<file path="src/rtl/sopll_pkg.sv">
// ----------------------------------------------------------------------------
// sopll_pkg
// Shared constants, CORDIC angle table and control types for the PLL.
// ----------------------------------------------------------------------------
`default_nettype none

package sopll_pkg;

	localparam int SAMPLE_WIDTH_DEF  = 16;
	localparam int ANGLE_WIDTH_DEF   = 16;
	localparam int CORDIC_STAGES_DEF = 16;
	localparam int GAIN_WIDTH        = 17;
	localparam int CFG_INDEX_WIDTH   = 3;

	localparam logic [CFG_INDEX_WIDTH-1:0] REG_ALPHA      = 3'd0;
	localparam logic [CFG_INDEX_WIDTH-1:0] REG_BETA       = 3'd1;
	localparam logic [CFG_INDEX_WIDTH-1:0] REG_MIN_FREQ   = 3'd2;
	localparam logic [CFG_INDEX_WIDTH-1:0] REG_MAX_FREQ   = 3'd3;
	localparam logic [CFG_INDEX_WIDTH-1:0] REG_INIT_PHASE = 3'd4;
	localparam logic [CFG_INDEX_WIDTH-1:0] REG_INIT_FREQ  = 3'd5;

	localparam logic [GAIN_WIDTH-1:0] ALPHA_RESET = 17'd915;
	localparam logic [GAIN_WIDTH-1:0] BETA_RESET  = 17'd13;

	// CORDIC gain 0.60725 in 32-bit fraction
	localparam logic [33:0] CORDIC_K32 = 34'h09B74EDA8;

	typedef struct packed {
		logic ld_phase;
		logic ld_freq;
	} loop_load_t;

	// atan(2^-i) as a fraction of a turn, 32 bits
	function automatic logic [31:0] atan_turn(input int idx);
		logic [31:0] t;
		t = 32'h0;
		unique case (idx)
			0: t = 32'h20000000;  1: t = 32'h12E4051E;  2: t = 32'h09FB385B;
			3: t = 32'h051111D4;  4: t = 32'h028B0D43;  5: t = 32'h0145D7E1;
			6: t = 32'h00A2F61E;  7: t = 32'h00517C55;  8: t = 32'h0028BE53;
			9: t = 32'h00145F2F; 10: t = 32'h000A2F98; 11: t = 32'h000517CC;
			12: t = 32'h00028BE6; 13: t = 32'h000145F3; 14: t = 32'h0000A2FA;
			15: t = 32'h0000517D; 16: t = 32'h000028BE; 17: t = 32'h0000145F;
			18: t = 32'h00000A30; 19: t = 32'h00000518; 20: t = 32'h0000028C;
			21: t = 32'h00000146; 22: t = 32'h000000A3; 23: t = 32'h00000051;
			24: t = 32'h00000029; 25: t = 32'h00000014; 26: t = 32'h0000000A;
			27: t = 32'h00000005; 28: t = 32'h00000003; 29: t = 32'h00000001;
			30: t = 32'h00000001;
			default: t = 32'h0;
		endcase
		return t;
	endfunction

endpackage

`default_nettype wire

</file>
<file path="src/rtl/sopll_rot_cell.sv">
// ----------------------------------------------------------------------------
// sopll_rot_cell
// One rotation-mode CORDIC micro-rotation, registered.
// ----------------------------------------------------------------------------
`default_nettype none

module sopll_rot_cell #(
	parameter int W   = 18,
	parameter int IDX = 0
) (
	input  wire               clk,
	input  wire               en,
	input  wire signed [W-1:0] x_in,
	input  wire signed [W-1:0] y_in,
	input  wire        [31:0]  z_in,
	output logic signed [W-1:0] x_q,
	output logic signed [W-1:0] y_q,
	output logic        [31:0]  z_q
);

	localparam logic [31:0] ATAN = sopll_pkg::atan_turn(IDX);

	logic signed [W-1:0] dx, dy;

	assign dx = y_in >>> IDX;
	assign dy = x_in >>> IDX;

	always_ff @(posedge clk) begin
		if (en) begin
			if (!z_in[31]) begin
				x_q <= x_in - dx;
				y_q <= y_in + dy;
				z_q <= z_in - ATAN;
			end else begin
				x_q <= x_in + dx;
				y_q <= y_in - dy;
				z_q <= z_in + ATAN;
			end
		end
	end

endmodule

`default_nettype wire

</file>
<file path="config.mk">
export PLATFORM = sky130hd
export DESIGN_NAME = sopll_rot_cell
export DESIGN_NICKNAME = d
export VERILOG_FILES = /design/src/rtl/sopll_pkg.sv /design/src/rtl/sopll_rot_cell.sv
export SDC_FILE = /design/constraint.sdc
export NUM_CORES = 1
export LEC_CHECK = 0
export BUFFER_PORTS_ARGS = -buffer_cell sky130_fd_sc_hd__buf_4
export CORE_MARGIN = 3
export CORE_UTILIZATION = 40
export DETAILED_ROUTE_END_ITERATION = 8
export SLEW_MARGIN = 10
export SYNTH_ARGS = -nofsm -noshare
export SYNTH_HDL_FRONTEND = slang
export SYNTH_SLANG_ARGS = --single-unit
</file>
<file path="constraint.sdc">
create_clock -name clk -period 5.23 [get_ports clk]
set_clock_uncertainty 0.05 [all_clocks]
set_input_delay 0.523 -clock clk [delete_from_list [all_inputs] [get_ports clk]]
set_output_delay 0.523 -clock clk [all_outputs]
set_load 0.005 [all_outputs]
</file>
==> results.py <==
metrics = {
    "run_status": {
        "status": "finished clean",
    },
    "drt": {
        "ant_nets": 0,
        "viasPerCell": 5.20,
        "wirelength_um": 13000,
        "avgRoutedWirePerCell_um": 16.6,
        "vias": 4068,
        "drt_first_pass_iters": 5,
        "dr.first_iter.drc_count": 380,
        "drc_errors": 0,
    },
    "setup_path": {
        "required_ns": 5.23,
        "cp_slowest_stage_delay_ns": 0.42,
        "cp_cell_sequence": "buf_4, ha_1, fa_1, and2b_1, o311ai_0, a21o_1, o221a_2, nor2_1, a41o_1, xnor2_1",
        "crit_path_start_kind": "input port",
        "critPathCaptureType": "flip-flop",
        "cp_max_fo": 3,
        "slowest_stage": "fa_1",
        "worstSetupPathType": "in2reg",
        "arrival_ns": 2.80,
    },
    "layout": {
        "fin_util": 0.535,
        "layout_common_cells": "137 x buf_4, 67 x edfxtp_1, 51 x ha_1",
        "nFillCells": 1082,
        "stdcell_area_sq_um": 6300,
        "syn2layout_area_growth_pct": 27.5,
        "drive_above_1_share": 0.277,
        "layout_commonest_cell": "buf_4",
        "insertedDiodeCount": 0,
        "fin_nets": 738,
    },
    "floorplan": {
        "die_x_um": 117,
        "coreArea_sq_um": 11800,
        "placementRows": 39,
        "io_pins": 138,
        "die_area_sq_um": 13700,
        "start_util": 0.420,
        "die_h_um": 117,
    },
    "place": {
        "place_area_sq_um": 6030,
        "io_buffer_count": 137,
        "place_hpwl_um": 10400,
        "gp_congestion": 0.898,
    },
    "clocking": {
        "numCtsBuffers": 9,
        "cts_buffer_depth": 2,
        "htreeDepth": 3,
        "cts_setup_buffers": 0,
        "root_buffer": "clkbuf_16",
        "cts_tree": "done",
        "clk_pin_slew_worst_paths_ns": 0.05,
        "ctsResizeCount": 0,
        "postCtsHoldBufs": 0,
        "clock_sinks": 67,
    },
    "global_route": {
        "grt_max_degree": 68,
        "grt_usage": 0.185,
        "antenna_found_initial": 0,
        "grt_overflow": 0,
        "grt_first_pass_wirelength_um": 19700,
        "grt_pass1_vias": 3713,
    },
    "sta": {
        "fin_setup_tns_ns": 0,
        "slew_headroom": 0.455,
        "rsz0062_at_grt": "false",
        "maxSlewViolCount": 0,
        "worstMarginPinSlew_ns": 0.818,
        "timing.final.crit_share": 0.535,
        "final-setup-viol-count": 0,
        "max_freq_mhz": 358,
        "period_needed_ns": 2.80,
        "hold_slack_ns": 0.321,
        "hold_viol_final": 0,
    },
    "logic_synthesis": {
        "syn-instance-count": 486,
        "yosys.area.top_type": "edfxtp_1",
        "yosys.area_share.xor_xnor": 0.0585,
        "synth_cell_types": 68,
        "synth_top_area_share": 0.408,
        "synth_area_sq_um": 4940,
        "synth_ff_type": "edfxtp_1",
        "synth-simple-area-share": 0.0993,
        "ys_seq_elements": 67,
        "syn_area_per_cell_sq_um": 10.2,
        "synth_compound_area_frac": 0.210,
        "synthMuxAreaShare": 0.0122,
        "synth-adder-area-share": 0.145,
        "synthTopCellsByArea": "edfxtp_1 41%, ha_1 13%, xnor2_1 5.3%, a21oi_1 5.1%, inv_1 3.6%",
        "ys_warn_count": 0,
        "synth.net_count": 611,
        "synth_top_family_by_area": "compound AO/OA/AOI/OAI gates",
        "synthArstFlopShare": 0,
        "synth_seq_area_share": 0.408,
        "synth_edf_count": 67,
    },
    "job": {
        "drv_cap": 0,
    },
    "power": {
        "ir_worst_vdd_v": 0.000132,
        "power.leakage_nw": 2.81,
        "power.density_nw_per_um2": 278,
    },
    "min_path": {
        "hp-class": "in2reg",
    },
}
==> cells in the mapped netlist (all sizes together) (3+ instances only) <==
master,count
o21ai,30
buf,16
mux2i,6
inv,51
xor2,3
nor2,35
ha,51
a21boi,3
o21bai,9
fa,4
edfxtp,67
xnor2,30
and3,3
a221oi,4
o31ai,3
a21o,12
o211ai,6
clkbuf,5
a211oi,5
nand3,6
nand2,27
o21a,8
a21oi,51
o311ai,3
nor2b,5
nor3,7
==> routing by layer <==
| metal | global-route usage | vias to the layer above | routed length (um) |
|---|---|---|---|
| met5 | 0 | - | 0 |
| met4 | 0.0497 | 0 | 125 |
| met3 | 0.0293 | 11 | 1070 |
| met2 | 0.265 | 202 | 5520 |
| met1 | 0.287 | 1866 | 6250 |
| li1 | - | 1989 | - |
==> state kept, by name, indices dropped and copies added (netlist names) <==
name and count:
x_q 17, y_q 18, z_q 32
==> worst max-delay path, delay by kind of cell <==
family | cells | cell delay (ns)
AO/OA/AOI/OAI | 4 | 1.10
buffers and inverters | 1 | 0.12
AND/OR/NAND/NOR | 2 | 0.28
XOR/XNOR | 1 | 0.14
adder cells (fa/ha/maj) | 2 | 0.64
==> metrics by stage <==
step	setup slack (ns)	power, mW	cells
after floorplan	2.65	1.00	486
after global placement	2.09	1.23	766
after detailed placement	2.11	1.24	766
after CTS	2.45	1.77	782
after global routing	2.31	1.85	782
final	2.43	1.75	782
==> logic make-up (layout without fill, tap and decap cells) <==
kind of cell / Yosys count / count (layout)
AOI/OAI and AO/OA: 151 / 151
xor gates and xnor gates: 33 / 33
adders and majority gates: 55 / 55
buffers and inverters: 73 / 205
DFF: 67 / 67
muxes: 6 / 6
and+or+nand+nor: 101 / 101
==> power by group <==
part	switching, mW	internal [mW]	total [mW]
Combinational	0.280	0.247	0.527
Clock	0.205	0.318	0.523
Sequential	0.0188	0.681	0.700
Total	0.504	1.25	1.75
==> layout make-up <==
cell class	instances	area, sq um	area share
flip-flops and latches	67	2010	0.319
repair buffers	137	1030	0.163
well taps	164	205	0.0326
clock inverters	5	30.0	0.00477
multi-input cells	346	2590	0.412
inverters	52	195	0.0310
clock buffers	11	233	0.0370
==> path summary, 6_finish.rpt <==
path,startpoint,endpoint,depth (start not counted)
worst max-delay path,x_in[0],x_q[12]$_DFFE_PP_,10
worst min-delay path,z_in[5],z_q[5]$_DFFE_PP_,1
Note: power is estimated with default switching activity, not from simulation.
