<file path="config.mk">
export PLATFORM = sky130hd
export DESIGN_NAME = sopll_loop
export DESIGN_NICKNAME = d
export VERILOG_FILES = /design/src/rtl/sopll_pkg.sv /design/src/rtl/sopll_loop.sv
export SDC_FILE = /design/constraint.sdc
export NUM_CORES = 2
export LEC_CHECK = 0
export BUFFER_PORTS_ARGS = -buffer_cell sky130_fd_sc_hd__buf_2
export CAP_MARGIN = 40
export CORE_MARGIN = 4
export CORE_UTILIZATION = 63
export CTS_CLUSTER_DIAMETER = 40
export CTS_CLUSTER_SIZE = 24
export DETAILED_ROUTE_END_ITERATION = 12
export PLACE_DENSITY = 0.81
export SYNTH_ARGS = -nofsm -noshare
export SYNTH_HDL_FRONTEND = slang
export SYNTH_SLANG_ARGS = --single-unit
export TNS_END_PERCENT = 30
</file>
<file path="constraint.sdc">
create_clock -name clk -period 19.93 [get_ports clk]
set_input_delay 1.993 -clock clk [delete_from_list [all_inputs] [get_ports clk]]
set_output_delay 1.993 -clock clk [all_outputs]
set_load 0.05 [all_outputs]
</file>
<file path="src/rtl/sopll_pkg.sv">
// ----------------------------------------------------------------------------
// sopll_pkg
// Shared constants, CORDIC angle table and control types for the PLL.
// ----------------------------------------------------------------------------
`default_nettype none

package sopll_pkg;

	localparam int SAMPLE_WIDTH_DEF  = 16;
	localparam int ANGLE_WIDTH_DEF   = 16;
	localparam int CORDIC_STAGES_DEF = 16;
	localparam int GAIN_WIDTH        = 17;
	localparam int CFG_INDEX_WIDTH   = 3;

	localparam logic [CFG_INDEX_WIDTH-1:0] REG_ALPHA      = 3'd0;
	localparam logic [CFG_INDEX_WIDTH-1:0] REG_BETA       = 3'd1;
	localparam logic [CFG_INDEX_WIDTH-1:0] REG_MIN_FREQ   = 3'd2;
	localparam logic [CFG_INDEX_WIDTH-1:0] REG_MAX_FREQ   = 3'd3;
	localparam logic [CFG_INDEX_WIDTH-1:0] REG_INIT_PHASE = 3'd4;
	localparam logic [CFG_INDEX_WIDTH-1:0] REG_INIT_FREQ  = 3'd5;

	localparam logic [GAIN_WIDTH-1:0] ALPHA_RESET = 17'd915;
	localparam logic [GAIN_WIDTH-1:0] BETA_RESET  = 17'd13;

	// CORDIC gain 0.60725 in 32-bit fraction
	localparam logic [33:0] CORDIC_K32 = 34'h09B74EDA8;

	typedef struct packed {
		logic ld_phase;
		logic ld_freq;
	} loop_load_t;

	// atan(2^-i) as a fraction of a turn, 32 bits
	function automatic logic [31:0] atan_turn(input int idx);
		logic [31:0] t;
		t = 32'h0;
		unique case (idx)
			0: t = 32'h20000000;  1: t = 32'h12E4051E;  2: t = 32'h09FB385B;
			3: t = 32'h051111D4;  4: t = 32'h028B0D43;  5: t = 32'h0145D7E1;
			6: t = 32'h00A2F61E;  7: t = 32'h00517C55;  8: t = 32'h0028BE53;
			9: t = 32'h00145F2F; 10: t = 32'h000A2F98; 11: t = 32'h000517CC;
			12: t = 32'h00028BE6; 13: t = 32'h000145F3; 14: t = 32'h0000A2FA;
			15: t = 32'h0000517D; 16: t = 32'h000028BE; 17: t = 32'h0000145F;
			18: t = 32'h00000A30; 19: t = 32'h00000518; 20: t = 32'h0000028C;
			21: t = 32'h00000146; 22: t = 32'h000000A3; 23: t = 32'h00000051;
			24: t = 32'h00000029; 25: t = 32'h00000014; 26: t = 32'h0000000A;
			27: t = 32'h00000005; 28: t = 32'h00000003; 29: t = 32'h00000001;
			30: t = 32'h00000001;
			default: t = 32'h0;
		endcase
		return t;
	endfunction

endpackage

`default_nettype wire

</file>
<file path="src/rtl/sopll_loop.sv">
// ----------------------------------------------------------------------------
// sopll_loop
// PI loop filter and NCO accumulators: phase error, clamped frequency, phase.
// ----------------------------------------------------------------------------
`default_nettype none

module sopll_loop #(
	parameter int AW = 16
) (
	input  wire                                   clk,
	input  wire                                   arst_n,
	input  wire                                   en,
	input  wire                                   upd,
	input  wire  [AW-1:0]                         ang,
	input  wire  [sopll_pkg::GAIN_WIDTH-1:0]      alpha,
	input  wire  [sopll_pkg::GAIN_WIDTH-1:0]      beta,
	input  wire signed [AW-1:0]                   min_freq,
	input  wire signed [AW-1:0]                   max_freq,
	input  wire sopll_pkg::loop_load_t            load,
	input  wire  [AW-1:0]                         load_val,
	output logic signed [AW-1:0]                  err_q,
	output logic signed [AW-1:0]                  freq_out_q,
	output logic [AW-1:0]                         old_phase_q
);

	localparam int PW = sopll_pkg::GAIN_WIDTH + 1 + AW;
	localparam int GW = PW - 15;

	logic [AW-1:0]        phase_q;
	logic signed [AW-1:0] freq_q;
	logic signed [AW-1:0] err;
	logic signed [PW-1:0] prod_a, prod_b;
	logic signed [GW-1:0] gain_a, gain_b;
	logic signed [GW:0]   fsum;
	logic signed [AW-1:0] fclamp;
	logic [AW-1:0]        phase_nxt;

	assign err = signed'(ang - phase_q);
	assign prod_a = PW'(signed'({1'b0, alpha})) * PW'(err);
	assign prod_b = PW'(signed'({1'b0, beta})) * PW'(err);
	assign gain_a = GW'((prod_a + PW'(16384)) >>> 15);
	assign gain_b = GW'((prod_b + PW'(16384)) >>> 15);
	assign fsum = (GW+1)'(freq_q) + (GW+1)'(gain_b);

	always_comb begin
		priority if (fsum > (GW+1)'(max_freq)) begin
			fclamp = max_freq;
		end else if (fsum < (GW+1)'(min_freq)) begin
			fclamp = min_freq;
		end else begin
			fclamp = AW'(fsum);
		end
	end

	assign phase_nxt = phase_q + fclamp + AW'(gain_a);

	always_ff @(posedge clk or negedge arst_n) begin
		if (!arst_n) begin
			phase_q <= '0;
			freq_q  <= '0;
		end else begin
			if (load.ld_phase) begin
				phase_q <= load_val;
			end else if (en && upd) begin
				phase_q <= phase_nxt;
			end
			if (load.ld_freq) begin
				freq_q <= load_val;
			end else if (en && upd) begin
				freq_q <= fclamp;
			end
		end
	end

	always_ff @(posedge clk) begin
		if (en) begin
			err_q       <= err;
			freq_out_q  <= fclamp;
			old_phase_q <= phase_q;
		end
	end

endmodule

`default_nettype wire

</file>
==> impl_metrics.env <==
export IMPL_status="completed"
export IMPL_cts_setup_buffers=0
export IMPL_drv_slew=0
export IMPL_hold_class="reg2reg"
export IMPL_slew_headroom=0.429
export IMPL_hold_viol=0
export IMPL_syn_inst=2727
export IMPL_final_common_cell="inv_1"
export IMPL_clk_latency_ns=0.37
export IMPL_path_clk_slew_ns=0.07
export IMPL_cpMostUsedCell="inv_1"
export IMPL_num_rows=71
export IMPL_cts_max_level=3
export IMPL_cp_max_fo=31
export IMPL_grt_first_pass_wirelength_mm=106
export IMPL_die_h_um=203
export IMPL_vias=19215
export IMPL_cts_tree="yes"
export IMPL_first_pass_iters=8
export IMPL_nNetsFinal=3661
export IMPL_async_flop_share=0.400
export IMPL_netlist_area_um2=24000
export IMPL_worst_endpoint_arrival_ns=18.21
export IMPL_synth_fp_nets=3574
export IMPL_drive_above_1_share=0.0841
export IMPL_min_period_ns=17.90
export IMPL_path_class="in2reg"
export IMPL_drtIter0Drc=1459
export IMPL_start_util=0.638
export IMPL_die_area_um2=41200
export IMPL_start_kind="input pin"
export IMPL_gr_total_overflow=0
export IMPL_cts_buffers=9
export IMPL_grt_pass1_vias=21002
export IMPL_synth_edf_count=48
export IMPL_via_per_inst=5.77
export IMPL_grt_usage=0.320
export IMPL_min_period_over_period=0.898
export IMPL_ys_seq_area_frac=0.0935
export IMPL_cp_slowest_cell="fa_1"
export IMPL_synth_flop_cell="edfxtp_1"
export IMPL_slowest_delay_ns=0.57
export IMPL_dpl_hpwl_mm=49.0
export IMPL_root_buffer="clkbuf_16"
export IMPL_avgSynthCellArea_um2=8.79
export IMPL_tns_ns=0
export IMPL_endpoint_kind="flip-flop"
export IMPL_num_antenna_cells=0
export IMPL_hold_buffers=0
export IMPL_cts_resized=0
export IMPL_routed_wl_mm=63.2
export IMPL_cp_required_ns=20.23
export IMPL_area_growth_pct=7.01
export IMPL_drv_cap=0
export IMPL_ios=152
export IMPL_final_cell_mix="626 x inv_1, 434 x fa_1, 387 x nand2_1"
export IMPL_setup_viol=0
export IMPL_core_area_um2=37600
export IMPL_routabilityCongestion=0.948
export IMPL_synth_seq_cells=80
export IMPL_grt_max_degree=51
export IMPL_synth_cell_types=71
export IMPL_postRouteAntennaNets=0
export IMPL_rsz0062_at_grt="no"
export IMPL_wire_per_inst_um=19.0
export IMPL_numPortBuffers=151
export IMPL_max_freq_mhz=55.9
export IMPL_tightest_slew_ns=0.857
export IMPL_antenna_found_initial=0
export IMPL_die_w_um=203
export IMPL_cts_sinks=80
export IMPL_cts_max_path_buffers=2
export IMPL_yosysWarnings=0
export IMPL_remaining_drc_errors=0
export IMPL_ff2ff_setup_slack_ns=3.33
export IMPL_finClkSkew_ns=0.0129
flip-flops by register name, summed over array words and instances (netlist names):
signal	cells
err_q	16
freq_out_q	16
freq_q	16
old_phase_q	16
phase_q	16
area by class of cell:
cell class | instances | area (µm²)
clock buffers | 9 | 225
clock inverters | 7 | 106
fillers | 2950 | 11900
inverters | 626 | 2350
multi-input cells | 1922 | 19100
flip-flops and latches | 80 | 2240
well taps | 511 | 639
repair buffers | 175 | 963
worst paths after layout:
| path | startpoint | end | cells past startpoint |
|---|---|---|---|
| setup / recovery | ang[0] | phase_q[14] | 71 |
| hold / removal | phase_q[13] | old_phase_q[13] | 0 |
| setup reg to reg | phase_q[0] | phase_q[14] | 69 |
| hold reg to reg | phase_q[13] | old_phase_q[13] | 0 |
| max in group asynchronous | arst_n | freq_q[10] | 1 |
| min in group asynchronous | arst_n | phase_q[8] | 1 |
metrics by stage:
step / area, µm² / hold WS [ns] / setup slack (ns) / utilization / instances
after floorplan: 24000 / 0.425 / 3.79 / - / 2727
after global placement: 25300 / 0.470 / 2.26 / 0.672 / 3310
after detailed placement: 25300 / 0.460 / 1.82 / 0.674 / 3314
after CTS: 25700 / 0.490 / 2.19 / 0.683 / 3330
after global routing: 25700 / 0.501 / 1.10 / 0.683 / 3330
final: 25700 / 0.496 / 2.03 / 0.683 / 3330
cell families (layout without fill, tap and decap cells):
kind of cell | Yosys count | count (layout) | share of synthesized area
AO/OA/AOI/OAI | 277 | 277 | 0.0731
XOR/XNOR | 71 | 71 | 0.0265
adder cells (fa/ha/maj) | 743 | 743 | 0.524
buffers and inverters | 725 | 817 | 0.114
flip-flops | 80 | 80 | 0.0935
multiplexers | 24 | 24 | 0.0105
AND/OR/NAND/NOR | 807 | 807 | 0.159
metal layers:
layer | share of wire | global-route usage
met1 | 0.40 | 0.436
met2 | 0.46 | 0.521
met3 | 0.094 | 0.0559
met4 | 0.043 | 0.120
met5 | 0 | 0
cells in the mapped netlist (all sizes together) (11+ instances only):
cell type / count / area (µm²)
inv: 626 / 2350
fa: 434 / 8690
nand2: 388 / 1460
ha: 309 / 3870
and2: 172 / 1080
clkbuf: 98 / 368
nor2: 98 / 368
a21oi: 94 / 474
o21ai: 66 / 330
edfxtp: 48 / 1440
xnor2: 44 / 385
nor2b: 41 / 257
dfrtp: 32 / 801
a21o: 26 / 195
xor2: 26 / 228
nor3: 23 / 115
or2: 23 / 144
mux2i: 18 / 184
nand3: 16 / 80.1
a211oi: 11 / 87.6
o21a: 11 / 82.6
critical path: cells and delay by family:
family	cells	cell delay (ns)
adders and majority gates	13	5.38
xor gates and xnor gates	3	0.65
buffers and inverters	12	1.39
and+or+nand+nor	15	2.48
AOI/OAI and AO/OA	28	6.24
Power is not shown: default switching activity piles up to over one toggle a cycle in this logic, so the estimate is an artifact.
