--- src/rtl/sopll_pkg.sv ---
// ----------------------------------------------------------------------------
// sopll_pkg
// Shared constants, CORDIC angle table and control types for the PLL.
// ----------------------------------------------------------------------------
`default_nettype none

package sopll_pkg;

	localparam int SAMPLE_WIDTH_DEF  = 16;
	localparam int ANGLE_WIDTH_DEF   = 16;
	localparam int CORDIC_STAGES_DEF = 16;
	localparam int GAIN_WIDTH        = 17;
	localparam int CFG_INDEX_WIDTH   = 3;

	localparam logic [CFG_INDEX_WIDTH-1:0] REG_ALPHA      = 3'd0;
	localparam logic [CFG_INDEX_WIDTH-1:0] REG_BETA       = 3'd1;
	localparam logic [CFG_INDEX_WIDTH-1:0] REG_MIN_FREQ   = 3'd2;
	localparam logic [CFG_INDEX_WIDTH-1:0] REG_MAX_FREQ   = 3'd3;
	localparam logic [CFG_INDEX_WIDTH-1:0] REG_INIT_PHASE = 3'd4;
	localparam logic [CFG_INDEX_WIDTH-1:0] REG_INIT_FREQ  = 3'd5;

	localparam logic [GAIN_WIDTH-1:0] ALPHA_RESET = 17'd915;
	localparam logic [GAIN_WIDTH-1:0] BETA_RESET  = 17'd13;

	// CORDIC gain 0.60725 in 32-bit fraction
	localparam logic [33:0] CORDIC_K32 = 34'h09B74EDA8;

	typedef struct packed {
		logic ld_phase;
		logic ld_freq;
	} loop_load_t;

	// atan(2^-i) as a fraction of a turn, 32 bits
	function automatic logic [31:0] atan_turn(input int idx);
		logic [31:0] t;
		t = 32'h0;
		unique case (idx)
			0: t = 32'h20000000;  1: t = 32'h12E4051E;  2: t = 32'h09FB385B;
			3: t = 32'h051111D4;  4: t = 32'h028B0D43;  5: t = 32'h0145D7E1;
			6: t = 32'h00A2F61E;  7: t = 32'h00517C55;  8: t = 32'h0028BE53;
			9: t = 32'h00145F2F; 10: t = 32'h000A2F98; 11: t = 32'h000517CC;
			12: t = 32'h00028BE6; 13: t = 32'h000145F3; 14: t = 32'h0000A2FA;
			15: t = 32'h0000517D; 16: t = 32'h000028BE; 17: t = 32'h0000145F;
			18: t = 32'h00000A30; 19: t = 32'h00000518; 20: t = 32'h0000028C;
			21: t = 32'h00000146; 22: t = 32'h000000A3; 23: t = 32'h00000051;
			24: t = 32'h00000029; 25: t = 32'h00000014; 26: t = 32'h0000000A;
			27: t = 32'h00000005; 28: t = 32'h00000003; 29: t = 32'h00000001;
			30: t = 32'h00000001;
			default: t = 32'h0;
		endcase
		return t;
	endfunction

endpackage

`default_nettype wire

--- src/rtl/sopll_vec_cell.sv ---
// ----------------------------------------------------------------------------
// sopll_vec_cell
// One vectoring CORDIC micro-rotation, registered.
// ----------------------------------------------------------------------------
`default_nettype none

module sopll_vec_cell #(
	parameter int W   = 19,
	parameter int IDX = 0
) (
	input  wire               clk,
	input  wire               en,
	input  wire signed [W-1:0] x_in,
	input  wire signed [W-1:0] y_in,
	input  wire        [31:0]  z_in,
	output logic signed [W-1:0] x_q,
	output logic signed [W-1:0] y_q,
	output logic        [31:0]  z_q
);

	localparam logic [31:0] ATAN = sopll_pkg::atan_turn(IDX);

	logic signed [W-1:0] dx, dy;

	assign dx = y_in >>> IDX;
	assign dy = x_in >>> IDX;

	always_ff @(posedge clk) begin
		if (en) begin
			if (!y_in[W-1]) begin
				x_q <= x_in + dx;
				y_q <= y_in - dy;
				z_q <= z_in + ATAN;
			end else begin
				x_q <= x_in - dx;
				y_q <= y_in + dy;
				z_q <= z_in - ATAN;
			end
		end
	end

endmodule

`default_nettype wire

--- config.mk ---
export PLATFORM = sky130hd
export DESIGN_NAME = sopll_vec_cell
export DESIGN_NICKNAME = d
export VERILOG_FILES = /design/src/rtl/sopll_pkg.sv /design/src/rtl/sopll_vec_cell.sv
export SDC_FILE = /design/constraint.sdc
export NUM_CORES = 1
export LEC_CHECK = 0
export ABC_AREA = 1
export BUFFER_PORTS_ARGS = -buffer_cell sky130_fd_sc_hd__buf_2
export CORE_UTILIZATION = 56
export CTS_BUF_LIST = sky130_fd_sc_hd__clkbuf_8
export DETAILED_ROUTE_END_ITERATION = 16
export PLACE_DENSITY_LB_ADDON = 0.12
export SLEW_MARGIN = 25
export SYNTH_ARGS = -nofsm -noshare
export SYNTH_HDL_FRONTEND = slang
export SYNTH_SLANG_ARGS = --single-unit
--- constraint.sdc ---
create_clock -name clk -period 1.8 [get_ports clk]
set_input_delay 0.18 -clock clk [delete_from_list [all_inputs] [get_ports clk]]
set_output_delay 0.18 -clock clk [all_outputs]
set_load 0.01 [all_outputs]
==> metrics.md, run 1 <==
| Metric | Value |
|---|---|
| Synth warn | 0 |
| Setup slack at placement | -464.9 ps |
| Power, Total | 5.117 mW |
| Setup TNS | 0 ps |
| Min Tclk post-route | 1755 ps |
| Commonest non-fill, non-tap cells in the layout | nand2_1 (212), buf_2 (141), buf_4 (109) |
| Ant. Diodes | 0 |
| Number of cells on the worst hold path | 1 |
| Synthesized netlist cell count | 752 |
| Cell Count Post-Placement | 1113 |
| DR DRC count | 0 |
| Final setup viols | 0 |
| Startpoint Class | primary input |
| CP Class | primary input to flip-flop |
| Crit. End Element | flip-flop |
| Largest family of logic cells by synthesized area | simple AND/OR/NAND/NOR gates |
| Share of layout cells above drive strength 1 | 0.3253 |
| Starting DRT DRC Count | 552 |
| PortBufs | 141 |
| First-pass GRT wire length | 30040 um |
| Inserted Clock Buffers | 9 |
| Final hold vios | 0 |
| CP required | 1880 ps |
| Initial Util | 0.5878 |
| Synth-to-Final Area Change | 30.74% |
| Final instance area | 7615 um2 |
| Part of the cycle the worst path needs | 0.9747 |
| Worst-Margin Slew | 455.5 ps |
| Die height | 104.0 um |
| Fmax | 570.0 MHz |
| Yosys reg bits | 69 |
| Vias per cell | 5.464 |
| Rel. slew slack | 0.6964 |
| Pins Over Slew Limit | 0 |
| Post-Route WL | 18690 um |
| Pwr/cell area | 671.9 nW/um2 |
| RSZ-0062 raised after global routing | no |
| Most common cell after layout, fill and taps aside | nand2_1 |
| Post-Synth XOR/XNOR Area | 0.02406 |
| Root Driver | clkbuf_8 |
| # Post-CTS Setup Buffers | 0 |
| Hold buffers post-CTS | 0 |
| Largest net degree at the start of global routing | 70 |
| Maximum vdd drop | 0.4278 mV |
| Max cap viols | 0 |
| Post-synthesis mux area share | 0.001719 |
| H-tree depth | 3 |
| Final Non-Filler Cells | 1129 |
| Vias in the first global route | 5987 |
| NumNets Final | 1125 |
| Syn Area/Cell | 7.745 um2 |
| Synth Area in Adders | 0.1383 |
| Final ANT Viol Nets | 0 |
| Fin worst setup slack | 45.47 ps |
| Drt wl/cell | 16.55 um |
| Worst hold-check path type | primary input to flip-flop |
| Worst hold slack | 27.28 ps |
| WP data arrival | 1830 ps |
| CTS tree | yes |
| FP Rows | 36 |
| DR pass1 iterations | 5 |
| Clock sinks | 69 |
| Placer Congestion | 0.9391 |
| Core box area | 9910 um2 |
| P_leak | 3.991 nW |
| Syn_nets | 886 |
| Post-layout util | 0.7684 |
| Tot GR Track Use | 0.3531 |
| Post-Synth Simple-Gate Area | 0.2915 |
| Critical Path Fanout Max | 3 |
| Via count | 6169 |
| Distinct cells, synth | 36 |
| Post-DP Area | 7406 um2 |
| # IOs | 142 |
| Number of antenna violations at the first check in global routing | 0 |
| Die area | 10810 um2 |
| Chip width | 104.0 um |
| CTS clk-pin slew, worst paths | 70 ps |
| Clock buffer depth | 2 |
| Status | completed |
| Complex-gate fraction of the synthesized area | 0.08872 |
| Dpl hpwl | 15150 um |
| Synthesized area | 5824 um2 |
| Grt ovf | 0 |
| Sequential fraction of the synthesis area | 0.3557 |
## flip-flops by register name, summed over array words and instances (netlist names)
register  cells
y_q          19
x_q          18
z_q          32
## what timing repair did
item,CTS,global route
gates resized for setup,2,19
setup endpoints to repair,2,20
cloned,0,0
## worst max-delay path, stage by stage
cell	delay [ps]
buf_2	110
inv_1	50
ha_1	230
fa_2	410
o21bai_4	200
nand2_1	90
nand2_1	140
nand2_1	120
nand2_1	90
nand2_1	60
nand3_1	80
nand2_1	70
## worst paths after layout
check	startpoint	endpoint	slack, ps
max	y_in[0]	y_q[12]	50
min	z_in[14]	z_q[14]	30
## synth_stat cells, drive strengths merged
cell / instances / area, um2
xor2: 11 / 96.34
o21ai: 24 / 123.9
nor3: 6 / 40.04
nand3: 89 / 465.5
clkbuf: 3 / 11.26
o21bai: 13 / 105.1
and2: 5 / 31.28
edfxtp: 69 / 2072
fa: 4 / 80.08
ha: 58 / 725.7
buf: 22 / 157.7
nor4: 1 / 12.51
nand2: 223 / 872.1
o22ai: 3 / 18.77
nor2: 52 / 232.7
or2: 1 / 6.260
a21oi: 44 / 254.0
a21o: 2 / 15.01
mux2i: 1 / 10.01
xnor2: 5 / 43.79
inv: 110 / 412.9
nand4: 6 / 37.54
## final cells by class
type	instances	area (um2)
flip-flops and latches	69	2072
clock inverters	7	26.28
well taps	133	166.4
multi-input cells	548	3229
repair buffers	253	1584
inverters	110	412.9
clock buffers	9	123.9
fillers	710	2295
## logic make-up (layout without fill, tap and decap cells)
kind of cell,after synthesis,after routing
and+or+nand+nor,383,383
buffers and inverters,135,379
AOI/OAI and AO/OA,86,86
DFF,69,69
adders and majority gates,62,62
xor gates and xnor gates,16,16
muxes,1,1
## routing by layer
metal / global-route usage / vias up / part of all wire
met2: 0.5767 / 371 / 0.46
li1: - / 2906 / -
met4: 0.1337 / 0 / 0.031
met1: 0.4709 / 2844 / 0.42
met3: 0.05702 / 48 / 0.093
met5: 0 / - / 0
## power by group
part / internal [mW] / total (mW) / switching [mW]
clock network: 0.466 / 0.971 / 0.506
logic: 0.840 / 2.09 / 1.25
registers: 2.00 / 2.06 / 0.0552
total: 3.31 / 5.12 / 1.81
Power figures use the tool's default switching activity.
==> run 2: changes to the inputs <==
==> constraint.sdc (replaced) <==
create_clock -name clk -period 1.8 [get_ports clk]
set_input_delay 0.36 -clock clk [delete_from_list [all_inputs] [get_ports clk]]
set_output_delay 0.36 -clock clk [all_outputs]
set_load 0.01 [all_outputs]
==> run 2 against run 1 <==
The flow now finishes with violations (negative setup slack). Sequential share of layout area is 2.3 points lower. Worst setup slack worse by 75 ps. First-iteration DRC count is 15% lower. Count of clock-buffer cells in the layout stayed put. Cell area is 9.1% higher. Core utilization is 7.0 points higher. Largest cell class unchanged. Highest routed layer unchanged.
==> metrics.md, run 2 (synthesized netlist as in run 1, its figures left out) <==
| Metric | Value |
|---|---|
| Tot GR Track Use | 0.3484 (-0.004693) |
| Worst hold endpoint | z_q[24] |
| Worst path slowest cell | ha_4 |
| NetSw | 1.915 mW (+5.8%) |
| Crit. End Element | flip-flop |
| CP Class | primary input to flip-flop |
| Power, Total | 5.371 mW (+5.0%) |
| Initial Util | 0.5878 (unchanged) |
| Drt wl/cell | 17.49 um (+5.7%) |
| CP startpoint | x_in[6] |
| Number of cells on the worst hold path | 1 (unchanged) |
| Critical path's top delay family | buffers and inverters |
| Failing checks | negative setup slack |
| Final hold vios | 0 (unchanged) |
| Chip width | 104.0 um (unchanged) |
| FP Rows | 36 (unchanged) |
| Starting DRT DRC Count | 469 (-15%) |
| Vias in the first global route | 6042 (+0.92%) |
| Maximum vdd drop | 0.5210 mV (+22%) |
| CP required | 1860 ps (-20 ps) |
| Clock sinks | 69 (unchanged) |
| Most common cell after layout, fill and taps aside | nand2_1 |
| Root Driver | clkbuf_8 |
| Max reg flops | 32 (unchanged) |
| NumNets Final | 1154 (+2.6%) |
| Number of antenna violations at the first check in global routing | 0 (unchanged) |
| Fin worst setup slack | -29.83 ps (-75.30 ps) |
| Pwr/cell area | 646.5 nW/um2 (-3.8%) |
| Die height | 104.0 um (unchanged) |
| Critical Path Fanout Max | 8 (+5) |
| CTS clk-pin slew, worst paths | 60 ps (about the same) |
| # IOs | 142 (unchanged) |
| Pins Over Slew Limit | 0 (unchanged) |
| DR DRC count | 0 (unchanged) |
| Vias per cell | 5.514 (+0.92%) |
| Core box area | 9910 um2 (unchanged) |
| Dpl hpwl | 14910 um (-1.6%) |
| Sw Ratio | 0.3565 (+0.002815) |
| Final instance area | 8308 um2 (+9.1%) |
| Part of the cycle the worst path needs | 1.017 (+0.04184) |
| Most flops, register | z_q |
| Cell Count Post-Placement | 1124 (+0.99%) |
| Post-DP Area | 7530 um2 (+1.7%) |
| Largest registers | z_q (32), y_q (19), x_q (18) |
| Clock buffer depth | 2 (unchanged) |
| Setup slack at placement | -554.6 ps (-89.67 ps) |
| DR pass1 iterations | 9 (+4) |
| H-tree depth | 3 (unchanged) |
| Comb power frac | 0.446 (+0.038) |
| Rel. slew slack | 0.7136 (+0.01719) |
| Min-delay src | z_in[24] |
| WP data arrival | 1890 ps (+60 ps) |
| First-pass GRT wire length | 29700 um (-1.1%) |
| Post-layout util | 0.8384 (+0.06995) |
| Placer Congestion | 1.017 (+8.3%) |
| Final ANT Viol Nets | 0 (unchanged) |
| Min Tclk post-route | 1830 ps (+75.30 ps) |
| Critical-path cell list | buf_2 -> inv_1 -> ha_4 -> nand2_1 -> nand2_1 -> buf_4 -> nor2_1 -> nand2_2 -> buf_4 -> xor2_1 -> o21ai_0 |
| Critical path's largest stage delay | 260 ps (-150 ps) |
| Largest net degree at the start of global routing | 54 (-23%) |
| Max cap viols | 0 (unchanged) |
| Ant. Diodes | 0 (unchanged) |
| Status | finished with violations |
| Worst hold-check path type | primary input to flip-flop |
| Power share of the clock group | 0.171 (-0.019) |
| Via count | 6358 (+3.1%) |
| RSZ-0062 raised after global routing | yes |
| Commonest non-fill, non-tap cells in the layout | nand2_1 (187), buf_2 (138), buf_4 (138) |
| Worst-Margin Slew | 429.7 ps (-25.79 ps) |
| CTS tree | yes |
| Share of layout cells above drive strength 1 | 0.4275 (+0.1021) |
| Grt ovf | 0 (unchanged) |
| Post-Route WL | 20170 um (+7.9%) |
| Fill count | 592 (-17%) |
| Final Non-Filler Cells | 1153 (+2.1%) |
| P_int | 3.456 mW (+4.5%) |
| P_leak | 4.212 nW (+5.5%) |
| Synth-to-Final Area Change | 42.64% |
| Inserted Clock Buffers | 9 (unchanged) |
| Buffers & Inverters on Critical Path | 4 (+2) |
| Die area | 10810 um2 (unchanged) |
| Flop pwr share | 0.383 (-0.019) |
| PortBufs | 141 (unchanged) |
| Startpoint Class | primary input |
| Final setup viols | 2 (+2) |
| Fmax | 546.5 MHz (-4.1%) |
run 2: changes by cell type in the layout (fill, tap and decap cells not counted), sizes merged:
cell and delta:
inv -2, buf +29, clkinv -3
run 2: stage by stage:
| stage | hold WS, ps | TNS (ps) |
|---|---|---|
| 4_1_cts | 184.7 | 0 |
| 3_3_place_gp | 537.3 | -10670 |
| 6_report | 195.5 | -32.09 |
| 5_1_grt | 187.4 | -476.8 |
| 3_5_place_dp | 538.4 | -12250 |
| 2_1_floorplan | 458.9 | -35.32 |
run 2: per-layer routing:
metal  wire [um]  vias up  global-route usage
met5           0        -                   0
met4         792        0              0.1133
met3        1819       85             0.05576
met2        9554      403              0.5900
met1        8004     2908              0.4549
li1            -     2962                   -
run 2: how the worst max path moves through the flow:
stage,endpoint,cells after the start
after floorplan,z_q[31],7
after detailed placement,y_q[13],12
after CTS,y_q[18],12
after global routing,x_q[7],11
after global placement,x_q[16],12
final,x_q[7],11
run 2: timing repair:
action / in CTS / in global routing
hold buffers: 0 / 0
gates resized for setup: 30 / 100
buffers inserted: 0 / 18
hold endpoints to repair: 0 / 0
endpoints found under the setup margin: 17 / 20
pin swaps: 0 / 30
run 2: layout make-up:
class	count	area, um2	share of cell area
Clock inverter	2	7.507	0.0009036
Inverter	110	412.9	0.04970
Clock buffer	9	123.9	0.01491
Timing Repair Buffer	282	1812	0.2181
Sequential cell	69	2072	0.2494
Multi-Input combinational cell	548	3714	0.4470
Tap cell	133	166.4	0.02003
run 2: power groups by stage:
stage               sequential, mW  clock, mW  combinational, mW
finish                        2.06      0.920               2.39
global route                  2.07      0.992               2.56
CTS                           2.06      0.931               2.09
floorplan                     2.18          0               1.01
global placement              2.08          0               1.96
detailed placement            2.09          0               2.03
==> run 3: changes to the inputs <==
- RECOVER_POWER: default -> 25
- TNS_END_PERCENT: default -> 20
==> run 3 against run 2 <==
Global-route usage fell by 0.16 points. The flow still finishes with violations (negative setup slack). Cell area fell by 2.5%. Maximum frequency fell by 1.0%. Hold slack got worse by 3.2 ps. Final cell count fell by 0.78%. Core utilization fell by 2.1 points. First-iteration DRC count rose by 31%. Flip-flop and latch count did not move. Worst setup slack got worse by 19 ps. Largest power group unchanged. Sequential power barely moved. Largest cell class unchanged. Non-clock buffer count fell by 13. Via count rose by 0.94%.
==> metrics.md, run 3 (synthesized netlist as in run 1, its figures left out) <==
| Metric | Value |
|---|---|
| # IOs | 142 (unchanged) |
| Starting DRT DRC Count | 616 (+31%) |
| Final setup viols | 1 (-1) |
| P_leak | 4.123 nW (-2.1%) |
| PortBufs | 141 (unchanged) |
| Rel. slew slack | 0.4021 (-0.3114) |
| Clock buffer depth | 2 (unchanged) |
| Fmax | 541.0 MHz (-1.0%) |
| Status | finished with violations |
| Max reg flops | 32 (unchanged) |
| Largest net degree at the start of global routing | 70 (+30%) |
| Final Non-Filler Cells | 1144 (-0.78%) |
| Share of layout cells above drive strength 1 | 0.3956 (-0.03180) |
| H-tree depth | 3 (unchanged) |
| Final ANT Viol Nets | 0 (unchanged) |
| Critical path's largest stage delay | 400 ps (+140 ps) |
| DR pass1 iterations | 6 (-3) |
| DR DRC count | 0 (unchanged) |
| Initial Util | 0.5878 (unchanged) |
| Hold buffers post-CTS | 0 (unchanged) |
| Critical Path Fanout Max | 3 (-5) |
| Pwr/cell area | 665.3 nW/um2 (+2.9%) |
| Chip width | 104.0 um (unchanged) |
| Core box area | 9910 um2 (unchanged) |
| Synth-to-Final Area Change | 39.03% |
| NumNets Final | 1141 (-1.1%) |
| Drt wl/cell | 17.53 um (+0.19%) |
| Tot GR Track Use | 0.3467 (-0.001642) |
| Min Tclk post-route | 1849 ps (+18.76 ps) |
| Post-layout util | 0.8172 (-0.02121) |
| First-pass GRT wire length | 29590 um (-0.39%) |
| Crit-path most repeated cell | buf_4 |
| FP Rows | 36 (unchanged) |
| Largest registers | z_q (32), y_q (19), x_q (18) |
| Vias per cell | 5.610 (+1.7%) |
| Cell Count Post-Placement | 1125 (+0.089%) |
| Critical path's top delay family | adder cells |
| CTS clk-pin slew, worst paths | 60 ps (about the same) |
| Final hold vios | 0 (unchanged) |
| Clock sinks | 69 (unchanged) |
| Part of the cycle the worst path needs | 1.027 (+0.01042) |
| Vias in the first global route | 6042 (unchanged) |
| Buffers & Inverters on Critical Path | 4 (unchanged) |
| Crit. End Element | flip-flop |
| Critical-path cell list | buf_4 -> ha_4 -> inv_1 -> fa_2 -> inv_2 -> nand2_2 -> nand3_4 -> buf_4 -> xor2_1 -> mux2i_1 |
| Placer Congestion | 0.9430 (-7.3%) |
| Most flops, register | z_q |
| Most common cell after layout, fill and taps aside | nand2_1 |
| CP required | 1860 ps (about the same) |
| CTS tree | yes |
| Die area | 10810 um2 (unchanged) |
| Die height | 104.0 um (unchanged) |
| Via count | 6418 (+0.94%) |
| Post-Route WL | 20050 um (-0.59%) |
| Number of antenna violations at the first check in global routing | 0 (unchanged) |
| Worst-Margin Slew | 896.8 ps (+467.1 ps) |
| Commonest non-fill, non-tap cells in the layout | nand2_1 (192), buf_2 (139), buf_4 (129) |
| Worst hold slack | 192.4 ps (-3.152 ps) |
| RSZ-0062 raised after global routing | yes |
| Inserted Clock Buffers | 9 (unchanged) |
| Ant. Diodes | 0 (unchanged) |
| Fin worst setup slack | -48.60 ps (-18.76 ps) |
| Pins Over Slew Limit | 0 (unchanged) |
| Max cap viols | 0 (unchanged) |
| Root Driver | clkbuf_8 |
| Worst hold-check path type | primary input to flip-flop |
| WP data arrival | 1910 ps (+20 ps) |
| Startpoint Class | primary input |
| Failing checks | negative setup slack |
| Setup TNS | -48.60 ps (-16.51 ps) |
| Grt ovf | 0 (unchanged) |
| CP Class | primary input to flip-flop |
| Dpl hpwl | 14920 um (about the same) |
| Worst path slowest cell | fa_2 |
| Maximum vdd drop | 0.5307 mV (+1.9%) |
## run 3: changes by cell type in the layout (fill, tap and decap cells not counted), sizes merged
cell    change
clkbuf      +1
clkinv      +3
buf        -14
inv         +1
## run 3: repair_timing
action,in CTS,in global routing
setup endpoints to repair,20,27
endpoints found under the hold margin,0,0
gates resized for setup,21,79
gates cloned,0,0
buffers inserted,0,4
pin swaps,1,18
## run 3: stage by stage
stage / total power, mW / setup WS, ps / instance area (um2)
global placement: 4.030 / -455.9 / 7491
detailed placement: 4.124 / -517.3 / 7491
global route: 5.615 / -76.79 / 8098
CTS: 5.134 / -77.67 / 7714
finish: 5.388 / -48.60 / 8098
floorplan: 3.185 / -35.32 / 5847
## run 3: path summary, 6_finish.rpt
kind / start / to / cells past startpoint / slack (ps)
hold / removal: z_in[14] / z_q[14] / 1 / 190
setup / recovery: x_in[0] / x_q[4] / 10 / -50
## run 3: layer usage
metal	global-route usage	up-vias	routed length [um]
li1	-	2937	-
met4	0.1459	0	823
met1	0.4558	2962	8058
met2	0.5714	431	9484
met3	0.05075	88	1684
met5	0	-	0
## run 3: power by group
| part | switching [mW] | internal [mW] | leakage [nW] |
|---|---|---|---|
| clock | 0.534 | 0.465 | 0.0840 |
| sequential | 0.0615 | 2.00 | 0.675 |
| combinational | 1.37 | 0.957 | 3.36 |
## run 3: area by class of cell
class	instances	area, um2
clock buffer	9	123.9
tap	133	166.4
timing repair buffer	269	1672
clock inverter	6	23.77
inverter	110	412.9
multi-input combinational	548	3627
fill	655	1812
sequential	69	2072
